===== src/design/ptd_pkg.sv =====
// Shared types, codes and sizes for the priority task dispatcher.
// Used by every module of the block; depends on nothing.
package ptd_pkg;

    localparam int PRIORITY_LEVELS_DEF = 8;
    localparam int TASK_SLOTS_DEF      = 16;
    localparam int TICK_BITS           = 32;

    typedef enum logic [1:0] {
        OP_READY    = 2'd0,
        OP_DELAY    = 2'd1,
        OP_DISPATCH = 2'd2,
        OP_SLICE    = 2'd3
    } op_t;

    typedef enum logic [2:0] {
        ST_ACCEPTED   = 3'd0,
        ST_DISPATCHED = 3'd1,
        ST_IDLE_ADV   = 3'd2,
        ST_IDLE_NONE  = 3'd3,
        ST_LIMIT      = 3'd4,
        ST_FULL       = 3'd5
    } status_t;

    typedef struct packed {
        logic [1:0]           opcode;
        logic [3:0]           task_id;
        logic [2:0]           priority_req;
        logic [TICK_BITS-1:0] delay_ticks;
    } in_item_t;

    typedef struct packed {
        logic [2:0]           status;
        logic [3:0]           chosen_task;
        logic [TICK_BITS-1:0] now_tick;
    } out_item_t;

    typedef struct packed {
        logic                 valid;
        logic [TICK_BITS-1:0] wake;
        logic [3:0]           task_id;
        logic [2:0]           prio;
    } sleep_ent_t;

    typedef struct packed {
        logic                 ins;
        logic                 shl;
        logic [TICK_BITS-1:0] wake;
        logic [3:0]           task_id;
        logic [2:0]           prio;
    } cell_cmd_t;

    typedef struct packed {
        logic       en;
        logic [3:0] task_id;
        logic [2:0] prio;
    } rdy_push_t;

endpackage


===== src/design/ptd_cell.sv =====
// One cell of the sorted delay list, holding a single sleeper entry.
// Depends on ptd_pkg.
module ptd_cell import ptd_pkg::*; (
    input  logic       aclk,
    input  logic       aresetn,
    input  cell_cmd_t  cmd,
    input  logic       prev_le,
    input  sleep_ent_t left_ent,
    input  sleep_ent_t right_ent,
    output logic       own_le,
    output sleep_ent_t ent
);

    sleep_ent_t ent_reg;
    sleep_ent_t ent_next;

    assign own_le = ent_reg.valid && (ent_reg.wake <= cmd.wake);
    assign ent    = ent_reg;

    always_comb begin
        ent_next = ent_reg;
        if (cmd.shl) begin
            ent_next = right_ent;
        end else if (cmd.ins && !own_le) begin
            if (prev_le) begin
                ent_next.valid   = 1'b1;
                ent_next.wake    = cmd.wake;
                ent_next.task_id = cmd.task_id;
                ent_next.prio    = cmd.prio;
            end else begin
                ent_next = left_ent;
            end
        end
    end

    always_ff @(posedge aclk) begin
        if (!aresetn) begin
            ent_reg.valid <= 1'b0;
        end else begin
            ent_reg <= ent_next;
        end
    end

endmodule


===== src/design/ptd_ready.sv =====
// Ready queues: one linked FIFO per priority level, threaded by task id.
// Depends on ptd_pkg.
module ptd_ready import ptd_pkg::*; #(
    parameter int PRIORITY_LEVELS = PRIORITY_LEVELS_DEF,
    parameter int TASK_SLOTS      = TASK_SLOTS_DEF
) (
    input  logic       aclk,
    input  logic       aresetn,
    input  rdy_push_t  push,
    input  logic       pop_en,
    output logic       push_full,
    output logic       pop_found,
    output logic [3:0] pop_task
);

    localparam int TW = (TASK_SLOTS > 1) ? $clog2(TASK_SLOTS) : 1;
    localparam int PW = (PRIORITY_LEVELS > 1) ? $clog2(PRIORITY_LEVELS) : 1;
    localparam int CW = $clog2(TASK_SLOTS + 1);

    logic [TW-1:0]              link_reg [TASK_SLOTS];
    logic [TW-1:0]              head_reg [PRIORITY_LEVELS];
    logic [TW-1:0]              tail_reg [PRIORITY_LEVELS];
    logic [PRIORITY_LEVELS-1:0] nonempty_reg;
    logic [TASK_SLOTS-1:0]      queued_reg;
    logic [CW-1:0]              count_reg;

    logic [TW-1:0] pt;
    logic [PW-1:0] pp;
    logic [PW-1:0] hp;
    logic [TW-1:0] ht;
    logic          push_do;

    assign pt        = TW'(push.task_id);
    assign pp        = PW'(push.prio);
    assign push_full = !queued_reg[pt] && (32'(count_reg) >= TASK_SLOTS);
    assign push_do   = push.en && !queued_reg[pt] && !push_full;

    always_comb begin
        hp = '0;
        for (int i = 0; i < PRIORITY_LEVELS; i++) begin
            if (nonempty_reg[i]) begin
                hp = PW'(i);
            end
        end
    end

    assign pop_found = |nonempty_reg;
    assign ht        = head_reg[hp];
    assign pop_task  = 4'(ht);

    always_ff @(posedge aclk) begin
        if (!aresetn) begin
            nonempty_reg <= '0;
            queued_reg   <= '0;
            count_reg    <= '0;
        end else if (push_do) begin
            nonempty_reg[pp] <= 1'b1;
            queued_reg[pt]   <= 1'b1;
            count_reg        <= count_reg + CW'(1);
        end else if (pop_en && pop_found) begin
            if (ht == tail_reg[hp]) begin
                nonempty_reg[hp] <= 1'b0;
            end
            queued_reg[ht] <= 1'b0;
            count_reg      <= count_reg - CW'(1);
        end
    end

    always_ff @(posedge aclk) begin
        if (push_do) begin
            if (nonempty_reg[pp]) begin
                link_reg[tail_reg[pp]] <= pt;
            end else begin
                head_reg[pp] <= pt;
            end
            tail_reg[pp] <= pt;
        end else if (pop_en && pop_found && (ht != tail_reg[hp])) begin
            head_reg[hp] <= link_reg[ht];
        end
    end

endmodule


===== src/design/priority_task_dispatcher_core.sv =====
// Top level of the priority task dispatcher: sequencer, tick, limit register.
// Depends on ptd_pkg, ptd_cell and ptd_ready.
//
// Usage: operations arrive as beats on the s_ channel (valid/ready); each
// produces exactly one result beat on the m_ channel (valid/ready).
// cfg_we with cfg_wdata writes tick_limit; write it only while
// the block is idle.
// Make ready, delay and end of slice pass through S_EXEC and S_DONE from
// accept to m_valid. Dispatch passes through S_EXEC, stays in S_PROMOTE
// while due sleepers are moved into a ready queue, then S_POP and S_DONE.
// A new beat is taken only in S_IDLE, after the last one has left S_DONE.
// The sequencer handles one operation at a time; the delay list is a chain
// of cells that inserts in sorted order or shifts out its head.
// A new operation is taken while a result beat still waits on m_; the next
// result is held until the receiver takes the pending one.
// Reset clears the tick, empties all queues and the delay list, sets
// tick_limit to all ones and drops any pending result. No clearing pass.
module priority_task_dispatcher_core import ptd_pkg::*; #(
    parameter int PRIORITY_LEVELS = PRIORITY_LEVELS_DEF,
    parameter int TASK_SLOTS      = TASK_SLOTS_DEF
) (
    input  logic                 aclk,
    input  logic                 aresetn,
    input  logic                 cfg_we,
    input  logic [TICK_BITS-1:0] cfg_wdata,
    input  logic                 s_valid,
    output logic                 s_ready,
    input  in_item_t             s_data,
    output logic                 m_valid,
    input  logic                 m_ready,
    output out_item_t            m_data
);

    typedef enum logic [4:0] {
        S_IDLE    = 5'b00001,
        S_EXEC    = 5'b00010,
        S_PROMOTE = 5'b00100,
        S_POP     = 5'b01000,
        S_DONE    = 5'b10000
    } state_t;

    state_t               state_reg;
    in_item_t             item_reg;
    logic [TICK_BITS-1:0] tick_reg;
    logic [TICK_BITS-1:0] limit_reg;
    status_t              res_status_reg;
    logic [3:0]           res_task_reg;
    logic                 m_valid_reg;
    out_item_t            m_data_reg;

    sleep_ent_t           ents [TASK_SLOTS];
    logic [TASK_SLOTS-1:0] le;
    logic [TASK_SLOTS-1:0] vld_vec;
    cell_cmd_t            cmd;
    rdy_push_t            push;
    logic                 push_full;
    logic                 pop_found;
    logic [3:0]           pop_task;

    logic                 id_bad;
    logic [2:0]           prio_c;
    logic [TICK_BITS:0]   wake_sum;
    logic [TICK_BITS-1:0] wake;
    logic                 list_full;
    logic                 due;

    assign id_bad    = 32'(item_reg.task_id) >= TASK_SLOTS;
    assign prio_c    = (32'(item_reg.priority_req) >= PRIORITY_LEVELS) ?
                       3'(PRIORITY_LEVELS - 1) : item_reg.priority_req;
    assign wake_sum  = {1'b0, tick_reg} + {1'b0, item_reg.delay_ticks};
    assign wake      = wake_sum[TICK_BITS] ? '1 : wake_sum[TICK_BITS-1:0];
    assign list_full = ents[TASK_SLOTS-1].valid;
    assign due       = ents[0].valid && (ents[0].wake <= tick_reg);

    always_comb begin
        cmd.ins     = (state_reg == S_EXEC) && (item_reg.opcode == OP_DELAY)
                      && !id_bad && !list_full;
        cmd.shl     = (state_reg == S_PROMOTE) && due;
        cmd.wake    = wake;
        cmd.task_id = item_reg.task_id;
        cmd.prio    = prio_c;
        if (state_reg == S_PROMOTE) begin
            push.en      = due;
            push.task_id = ents[0].task_id;
            push.prio    = ents[0].prio;
        end else begin
            push.en      = (state_reg == S_EXEC) && (item_reg.opcode == OP_READY)
                           && !id_bad;
            push.task_id = item_reg.task_id;
            push.prio    = prio_c;
        end
    end

    for (genvar i = 0; i < TASK_SLOTS; i++) begin : g_cell
        logic       prev_le;
        sleep_ent_t left_ent;
        sleep_ent_t right_ent;
        if (i == 0) begin : g_first
            assign prev_le  = 1'b1;
            assign left_ent = '0;
        end else begin : g_mid
            assign prev_le  = le[i-1];
            assign left_ent = ents[i-1];
        end
        if (i == TASK_SLOTS - 1) begin : g_last
            assign right_ent = '0;
        end else begin : g_inner
            assign right_ent = ents[i+1];
        end
        assign vld_vec[i] = ents[i].valid;
        ptd_cell u_cell (
            .aclk      (aclk),
            .aresetn   (aresetn),
            .cmd       (cmd),
            .prev_le   (prev_le),
            .left_ent  (left_ent),
            .right_ent (right_ent),
            .own_le    (le[i]),
            .ent       (ents[i])
        );
    end

    ptd_ready #(
        .PRIORITY_LEVELS (PRIORITY_LEVELS),
        .TASK_SLOTS      (TASK_SLOTS)
    ) u_ready (
        .aclk      (aclk),
        .aresetn   (aresetn),
        .push      (push),
        .pop_en    (state_reg == S_POP),
        .push_full (push_full),
        .pop_found (pop_found),
        .pop_task  (pop_task)
    );

    assign s_ready = (state_reg == S_IDLE);
    assign m_valid = m_valid_reg;
    assign m_data  = m_data_reg;

    always_ff @(posedge aclk) begin
        if (!aresetn) begin
            state_reg   <= S_IDLE;
            tick_reg    <= '0;
            limit_reg   <= '1;
            m_valid_reg <= 1'b0;
        end else begin
            if (cfg_we) begin
                limit_reg <= cfg_wdata;
            end
            if (state_reg == S_DONE && (!m_valid_reg || m_ready)) begin
                m_valid_reg <= 1'b1;
            end else if (m_valid_reg && m_ready) begin
                m_valid_reg <= 1'b0;
            end
            case (state_reg)
                S_IDLE: begin
                    if (s_valid) begin
                        state_reg <= S_EXEC;
                    end
                end
                S_EXEC: begin
                    if (item_reg.opcode == OP_DISPATCH) begin
                        state_reg <= S_PROMOTE;
                    end else begin
                        state_reg <= S_DONE;
                        if (item_reg.opcode == OP_SLICE && tick_reg != '1) begin
                            tick_reg <= tick_reg + TICK_BITS'(1);
                        end
                    end
                end
                S_PROMOTE: begin
                    if (!due) begin
                        state_reg <= S_POP;
                    end
                end
                S_POP: begin
                    state_reg <= S_DONE;
                    if (!pop_found && ents[0].valid) begin
                        if (ents[0].wake >= limit_reg) begin
                            tick_reg <= limit_reg;
                        end else if (ents[0].wake > tick_reg) begin
                            tick_reg <= ents[0].wake;
                        end
                    end
                end
                S_DONE: begin
                    if (!m_valid_reg || m_ready) begin
                        state_reg <= S_IDLE;
                    end
                end
                default: begin
                    state_reg <= S_IDLE;
                end
            endcase
        end
    end

    always_ff @(posedge aclk) begin
        if (state_reg == S_IDLE && s_valid) begin
            item_reg <= s_data;
        end
        if (state_reg == S_EXEC) begin
            res_task_reg <= 4'd0;
            if (item_reg.opcode == OP_DISPATCH || item_reg.opcode == OP_SLICE) begin
                res_status_reg <= ST_ACCEPTED;
            end else if (id_bad) begin
                res_status_reg <= ST_FULL;
            end else if (item_reg.opcode == OP_READY && push_full) begin
                res_status_reg <= ST_FULL;
            end else if (item_reg.opcode == OP_DELAY && list_full) begin
                res_status_reg <= ST_FULL;
            end else begin
                res_status_reg <= ST_ACCEPTED;
            end
        end
        if (state_reg == S_POP) begin
            if (pop_found) begin
                res_status_reg <= ST_DISPATCHED;
                res_task_reg   <= pop_task;
            end else if (!ents[0].valid) begin
                res_status_reg <= ST_IDLE_NONE;
            end else if (ents[0].wake >= limit_reg) begin
                res_status_reg <= ST_LIMIT;
            end else begin
                res_status_reg <= ST_IDLE_ADV;
            end
        end
        if (state_reg == S_DONE && (!m_valid_reg || m_ready)) begin
            m_data_reg.status      <= res_status_reg;
            m_data_reg.chosen_task <= res_task_reg;
            m_data_reg.now_tick    <= tick_reg;
        end
    end

    a_list_packed: assert property (@(posedge aclk) disable iff (!aresetn)
        $onehot({1'b0, vld_vec} + {{TASK_SLOTS{1'b0}}, 1'b1}))
        else $error("Delay list has a gap between valid cells.");

    for (genvar j = 0; j + 1 < TASK_SLOTS; j++) begin : g_sorted_chk
        a_sorted: assert property (@(posedge aclk) disable iff (!aresetn)
            ents[j+1].valid |-> (ents[j].wake <= ents[j+1].wake))
            else $error("Delay list is out of wake order.");
    end

    a_no_due_left: assert property (@(posedge aclk) disable iff (!aresetn)
        (state_reg == S_POP) |-> !due)
        else $error("Due sleeper left in the list at pop time.");

    a_result_once: assert property (@(posedge aclk) disable iff (!aresetn)
        (state_reg == S_DONE && (!m_valid_reg || m_ready)) |=> m_valid_reg)
        else $error("Result beat was not presented.");

endmodule

===== config.mk =====
export PLATFORM = sky130hd
export DESIGN_NAME = priority_task_dispatcher_core
export DESIGN_NICKNAME = d
export VERILOG_FILES = /design/src/design/ptd_pkg.sv /design/src/design/ptd_cell.sv /design/src/design/ptd_ready.sv /design/src/design/priority_task_dispatcher_core.sv
export SDC_FILE = /design/constraint.sdc
export NUM_CORES = 2
export LEC_CHECK = 0
export ABC_AREA = 1
export BUFFER_PORTS_ARGS = -buffer_cell sky130_fd_sc_hd__buf_2
export CORE_MARGIN = 10
export CORE_UTILIZATION = 45
export DETAILED_ROUTE_END_ITERATION = 7
export REMOVE_ABC_BUFFERS = 1
export SLEW_MARGIN = 20
export SYNTH_ARGS = -nofsm -noshare
export SYNTH_HDL_FRONTEND = slang
export SYNTH_SLANG_ARGS = --single-unit

===== constraint.sdc =====
create_clock -name aclk -period 16.3 [get_ports aclk]
set_input_delay 1.63 -clock aclk [delete_from_list [all_inputs] [get_ports aclk]]
set_output_delay 1.63 -clock aclk [all_outputs]
set_load 0.01 [all_outputs]

== Word level (Yosys, flattened, before mapping) ==
Memory sizes are Yosys's and may differ from the RTL's.
Cells that the tools add are included.

* Flip-flop bits (word level): 826
* RAM bits: 128
* Output and inout bits: 41
* Logic and storage cells: 371
* Memories kept: 3

* Add/subtract/negate cells: 4
* Magnitude comparators: 28
* Equal/unequal tests: 18
* Multiplexer cells: 112
* Bitwise gates (word level): 7
* Reductions and logical operators: 119

{| class="wikitable"
|+ Memories
! memory !! words !! width !! rd ports !! clocked after memory_dff !! write ports !! RTL line !! text
|-
| u_ready.link_reg || 16 || 4 || 1 || 0 || 1 || ptd_ready.sv:20 || <nowiki>logic [TW-1:0] link_reg [TASK_SLOTS];</nowiki>
|-
| u_ready.head_reg || 8 || 4 || 1 || 0 || 1 || ptd_ready.sv:21 || <nowiki>logic [TW-1:0] head_reg [PRIORITY_LEVELS];</nowiki>
|-
| u_ready.tail_reg || 8 || 4 || 2 || 0 || 1 || ptd_ready.sv:22 || <nowiki>logic [TW-1:0] tail_reg [PRIORITY_LEVELS];</nowiki>
|}

{| class="wikitable"
|+ Operator list
! cell !! count
|-
| $mux 40 || 45
|-
| $le 32x32->1 || 17
|-
| $mux 32 || 6
|-
| $pmux 32 s2 || 1
|-
| $logic_and 1x1->1 || 53
|-
| $reduce_bool 2->1 || 20
|-
| $mux 3 || 13
|-
| $mux 39 || 1
|-
| $reduce_and 2->1 || 17
|-
| $add 32x32->33 || 1
|-
| $add 32x1->32 const B || 1
|-
| $ge 32x32->1 || 1
|-
| $gt 32x32->1 || 1
|-
| $mux 16 || 2
|-
| $mux 8 || 4
|-
| $ne 32x32->1 const B || 1
|-
| $mux 5 || 6
|-
| $pmux 5 s5 || 1
|-
| $logic_not 1->1 || 21
|-
| $mux 1 || 21
|-
| $and 16x16->16 || 1
|-
| $mux 4 || 4
|-
| $not 16->16 || 1
|-
| $or 16x16->16 || 1
|-
| other kinds (35) || 48
|}

== Longest topological paths before layout ==
* Depth after elaboration: 16
* Depth in mapped cells: 32

== Modules after synthesis ==
Synthesis repeated with hierarchy kept, for this count alone.

* Cell total of the unflattened synthesis: 8,231
* Area, all modules: 65,046.1 sq um

{| class="wikitable"
|+ Modules (own cells, without submodules)
! module !! instances !! cells each !! area each (sq um) !! seq. area each (sq um)
|-
| ptd_cell (g_cell[0].u_cell ...) || 15 || 373 || 2,907.8 || 1,191.1
|-
| priority_task_dispatcher_core || 1 || 1,458 || 10,862.9 || 3,973.8
|-
| ptd_ready || 1 || 805 || 7,639.8 || 4,424.2
|-
| ptd_cell (g_cell[12].u_cell) || 1 || 373 || 2,926.6 || 1,191.1
|}

== Least setup slack after synthesis ==
Ideal clock, no wire load.

* Path type: register -> register
* From: register item_reg[0] in the netlist's numbering
* To: register g_cell[12].u_cell.ent_reg, in the netlist g_cell[12].u_cell.ent[0], enable pin
* Library setup time: 0.459 ns
* Data arrival time: 6.050 ns
* Data required time: 15.841 ns
* Slack: 9.791 ns
* Stages on the path, launching flop included: 28
* Buffers on the path: 3
* Clock period less this slack: 6.509 ns
* Cell sequence: edfxtp_1 -> ha_1 -> fa_1 -> nand2_1 -> nand2_1 -> nand3_1 -> nand2_2 -> nand2_1 -> nand2_2 -> nand2_4 -> buf_2 -> nand2_1 -> clkinv_1 -> o21ai_0 -> a21oi_2 -> buf_2 -> ha_1 -> nand2_1 -> nor3_1 -> inv_1 -> nor3_1 -> inv_1 -> nor4b_1 -> nand2_1 -> nand2_1 -> nand2_4 -> buf_2 -> a31oi_1

* Cells in the longest elaborated chain, start to end: 8

{| class="wikitable"
|+ RTL lines
! what !! RTL line !! text
|-
| from (decl) || priority_task_dispatcher_core.sv:43 || <nowiki>in_item_t item_reg;</nowiki>
|-
| from (signal assigned) || priority_task_dispatcher_core.sv:200 || <nowiki>item_reg <= s_data;</nowiki>
|-
| $add 32x32->33 || priority_task_dispatcher_core.sv:70 || <nowiki>assign wake_sum = {1'b0, tick_reg} + {1'b0, item_reg.delay_ticks};</nowiki>
|-
| $mux 32 || priority_task_dispatcher_core.sv:71 || <nowiki>assign wake = wake_sum[TICK_BITS] ? '1 : wake_sum[TICK_BITS-1:0];</nowiki>
|-
| $le 32x32->1 || ptd_cell.sv:17 || <nowiki>assign own_le = ent_reg.valid && (ent_reg.wake <= cmd.wake);</nowiki>
|-
| $logic_and 1x1->1 || ptd_cell.sv:17 ||
|-
| $logic_not 1->1 || ptd_cell.sv:24 || <nowiki>end else if (cmd.ins && !own_le) begin</nowiki>
|-
| $logic_and 1x1->1 || ptd_cell.sv:24 ||
|-
| $reduce_bool 2->1 (no line) || - ||
|-
| $reduce_and 2->1 (no line) || - ||
|-
| to (signal assigned) || ptd_cell.sv:40 || <nowiki>ent_reg <= ent_next;</nowiki>
|-
| to (decl) || ptd_cell.sv:14 || <nowiki>sleep_ent_t ent_reg;</nowiki>
|}

No other way between the ends.
A chain may end at the register's enable or synchronous reset.

== Worst setup path after layout ==
* From: register tick_reg[0]
* To: register g_cell[13].u_cell.ent_reg, in the netlist g_cell[13].u_cell.ent[2], enable pin

* Cells in the longest elaborated chain, start to end: 8

{| class="wikitable"
|+ RTL lines
! what !! RTL line !! text
|-
| from (decl) || priority_task_dispatcher_core.sv:44 || <nowiki>logic [TICK_BITS-1:0] tick_reg;</nowiki>
|-
| from (signal assigned) || priority_task_dispatcher_core.sv:167 || <nowiki>tick_reg <= tick_reg + TICK_BITS'(1);</nowiki>
|-
| from (signal assigned) || priority_task_dispatcher_core.sv:180 || <nowiki>tick_reg <= limit_reg;</nowiki>
|-
| from (signal assigned) || priority_task_dispatcher_core.sv:182 || <nowiki>tick_reg <= ents[0].wake;</nowiki>
|-
| $add 32x32->33 || priority_task_dispatcher_core.sv:70 ||
|-
| $mux 32 || priority_task_dispatcher_core.sv:71 ||
|-
| $le 32x32->1 || ptd_cell.sv:17 ||
|-
| $logic_and 1x1->1 || ptd_cell.sv:17 ||
|-
| $logic_not 1->1 || ptd_cell.sv:24 ||
|-
| $logic_and 1x1->1 || ptd_cell.sv:24 ||
|-
| $reduce_bool 2->1 (no line) * || - ||
|-
| $reduce_and 2->1 (no line) * || - ||
|-
| to (signal assigned) || ptd_cell.sv:40 ||
|-
| to (decl) || ptd_cell.sv:14 ||
|}

Every way passes the cells marked *; elsewhere a longest branch is shown, timed or not.

==> results.cfg <==
[synthesis]
ys_types = 61
synth.avg_cell_area_um2 = 7.80
synth_area_um2 = 64300
async_flop_share_pct = 0
synth_flop_cell = edfxtp_1
synth_cells = 8240
synth_top_area_share_pct = 39.0
ys_top_cells_by_area = edfxtp_1 (39%), nand2_1 (16%), ha_1 (11%)
synth_edf_count = 835
yosys.area.top_type = edfxtp_1
ys_ff_latch = 954
ys_seq_area_share_pct = 42.7
yosys_warnings = 0

[routing]
avgViaCountPerCell = 5.77
drt-initial-drc-count = 6358
vias = 58600
ant_nets = 0
route.detailed.drc = 0
finalWirelength_um = 226000
firstDrtPassIters = 5
wire_per_inst_um = 22.3

[run]
cap_viol_max_count = 0

[cells_and_area]
drive_above_1_share_pct = 6.79
final_area_um2 = 70100
final_common_cell = nand2_1
area_delta_synth_final_pct = 9.16
nets = 8792
fillers = 13900
mostFrequentLayoutCells = nand2_1 (2671), nand3_1 (1195), inv_1 (901), edfxtp_1 (835), ha_1 (551)
largest_register_ffs = 640
fin_cells = 10100

[status]
status = completed

[clock_network]
cts_sinks = 954
cts_buffers = 111
ctsResizeCount = 0
cts_buffer_depth = 3
root_buffer = clkbuf_16
clk_pin_slew_ns = 0.06
htree_levels = 3
post-cts-setup-buffers = 0
cts_tree = yes
hold_buffers = 0
worstSkewPairLatency_ns = 0.76

[global_route]
grt_pass1_wl_um = 343000
overflow = 0
grt_max_degree = 117
grt.total_usage_pct = 27.8
antenna_found_initial = 2
grt_pass1_vias = 56000

[timing]
worst_pin_slew_ns = 1.09
slew_headroom_pct = 26.9
period_needed_ns = 8.28
setup_viol = 0
finalCritPeriodShare_pct = 50.8
report.final.hold_viol_count = 0
max_freq_mhz = 121
setup_slack_ns = 8.02
slew_viol_final = 0
clock_skew_ns = 0.0249
rsz0062_at_grt = no

[setup_path]
rr_endpoint = g_cell[13].u_cell.ent[2]
startpoint_type = flop
r2r-start = tick_reg[0]
worstPathRequired_ns = 16.76
path_class = reg2reg
r2r_cells = 25
cp.arrival_ns = 8.74
r2r_setup_slack_ns = 8.02
endpoint_kind = flop
critPathMaxFanout = 42

[floorplan]
rows = 138
start_util_pct = 45.3
design.die.area_um2 = 158000
pin_count = 119
fp.dieH_um = 398
core-area_um2 = 142000
die_w_um = 398

[power_and_ir_drop]
powerDensity_nw_per_um2 = 92.8
ir_worst_vdd_uv = 78.9
p_leak_nw = 32.6

[min_path]
hp-start = res_status_reg[1]
holdPathEnd = m_data[37]
worstHoldPathCells = 0
hold_path_class = reg2reg

[placement]
placed_cells = 9938
placed_cell_area_um2 = 66300
gp_congestion = 0.976
hpwlAfterDp_um = 159000
dp_slack_ns = 8.39
io_buffers = 118
[power breakdown]
part | leakage (nW) | internal [mW] | total, mW | switching, mW
logic | 22.3 | 0.316 | 1.16 | 0.843
clock network | 1.84 | 1.55 | 2.66 | 1.11
registers | 8.51 | 2.67 | 2.69 | 0.0225
total | 32.6 | 4.54 | 6.51 | 1.98
[critical path: stages, from the launching register on]
cell and delay (ns):
dfxtp_1 0.45, ha_1 0.24, fa_1 0.24, nand2_1 0.07, nand2_1 0.10, nand3_1 0.09
nand2_2 0.12, nand2_1 0.09, nand2_2 0.19, nand2_4 0.22, nand2_1 0.65, clkinv_1 0.78
o21ai_0 0.40, a21oi_4 0.04, buf_4 0.29, ha_1 0.37, nand2_1 0.06, nor4_1 0.66
nand2_1 0.35, nor4b_1 0.68, and3_1 0.27, nand4_1 0.18, nand2_2 0.12, buf_4 0.45
a31oi_4 0.41, buf_4 0.37
[per-stage QoR]
stage,util [%],hold slack [ns],setup TNS [ns],power (mW)
5_1_grt,49.5,0.445,0,6.75
6_report,49.5,0.419,0,6.51
2_1_floorplan,-,0.400,-9370.20,3.42
3_5_place_dp,46.8,0.405,0,3.87
4_1_cts,49.5,0.419,0,6.52
3_3_place_gp,46.8,0.405,0,3.84
[worst max-delay path by stage]
stage / slack [ns] / startpoint / end
floorplan: -14.79 / tick_reg[7] / g_cell[0].u_cell.ent[0]
global placement: 8.51 / tick_reg[0] / g_cell[3].u_cell.ent[0]
detailed placement: 8.39 / tick_reg[0] / g_cell[5].u_cell.ent[10]
CTS: 8.36 / tick_reg[0] / g_cell[3].u_cell.ent[8]
global route: 7.47 / tick_reg[0] / g_cell[3].u_cell.ent[0]
finish: 8.02 / tick_reg[0] / g_cell[13].u_cell.ent[2]
[synth_stat cells, drive strengths merged (4+ instances only)]
| master | count |
|---|---|
| a211oi | 32 |
| inv | 919 |
| clkbuf | 197 |
| o211ai | 26 |
| o31ai | 6 |
| nor4 | 20 |
| a221oi | 9 |
| nand3b | 4 |
| or2 | 19 |
| a21oi | 419 |
| nor2 | 329 |
| and3 | 14 |
| o21a | 17 |
| o22ai | 17 |
| nand3 | 1198 |
| edfxtp | 835 |
| buf | 229 |
| o221ai | 11 |
| o22a | 4 |
| nand2 | 2713 |
| a31oi | 34 |
| ha | 551 |
| nand4 | 96 |
| xor2 | 11 |
| dfxtp | 119 |
| a21o | 6 |
| nor3 | 62 |
| nor4b | 7 |
| xnor2 | 6 |
| a21boi | 4 |
| a22oi | 8 |
| o21bai | 6 |
| o21ai | 291 |
[metal layers]
layer,vias up,routed length [µm],track usage [%]
met5,-,15,0
met3,529,19400,4.64
li1,27500,-,-
met1,28000,94500,37.5
met4,2,9070,10.4
met2,2538,103000,44.4
[cell type report]
class	count	area, µm²	area share [%]
antenna	1	2.50	0.00357
clock buffer	141	2980	4.25
clock inverter	68	807	1.15
inverter	921	3460	4.94
multi-input combinational	5939	31600	45.0
sequential	954	27500	39.2
tap	1890	2360	3.37
timing repair buffer	234	1460	2.08
[logic make-up (layout without fill, tap and decap cells)]
kind of cell / Yosys count / in the layout / synth area share, %
AND/OR/NAND/NOR: 4466 / 4466 / 29.7
buffers and inverters: 1347 / 1364 / 8.69
flip-flops: 954 / 954 / 42.7
AO/OA/AOI/OAI: 903 / 903 / 7.83
adder cells (fa/ha/maj): 553 / 553 / 10.8
XOR/XNOR: 17 / 17 / 0.232
other: 0 / 1 / 0
No activity file was read; power rests on OpenSTA's default activity.
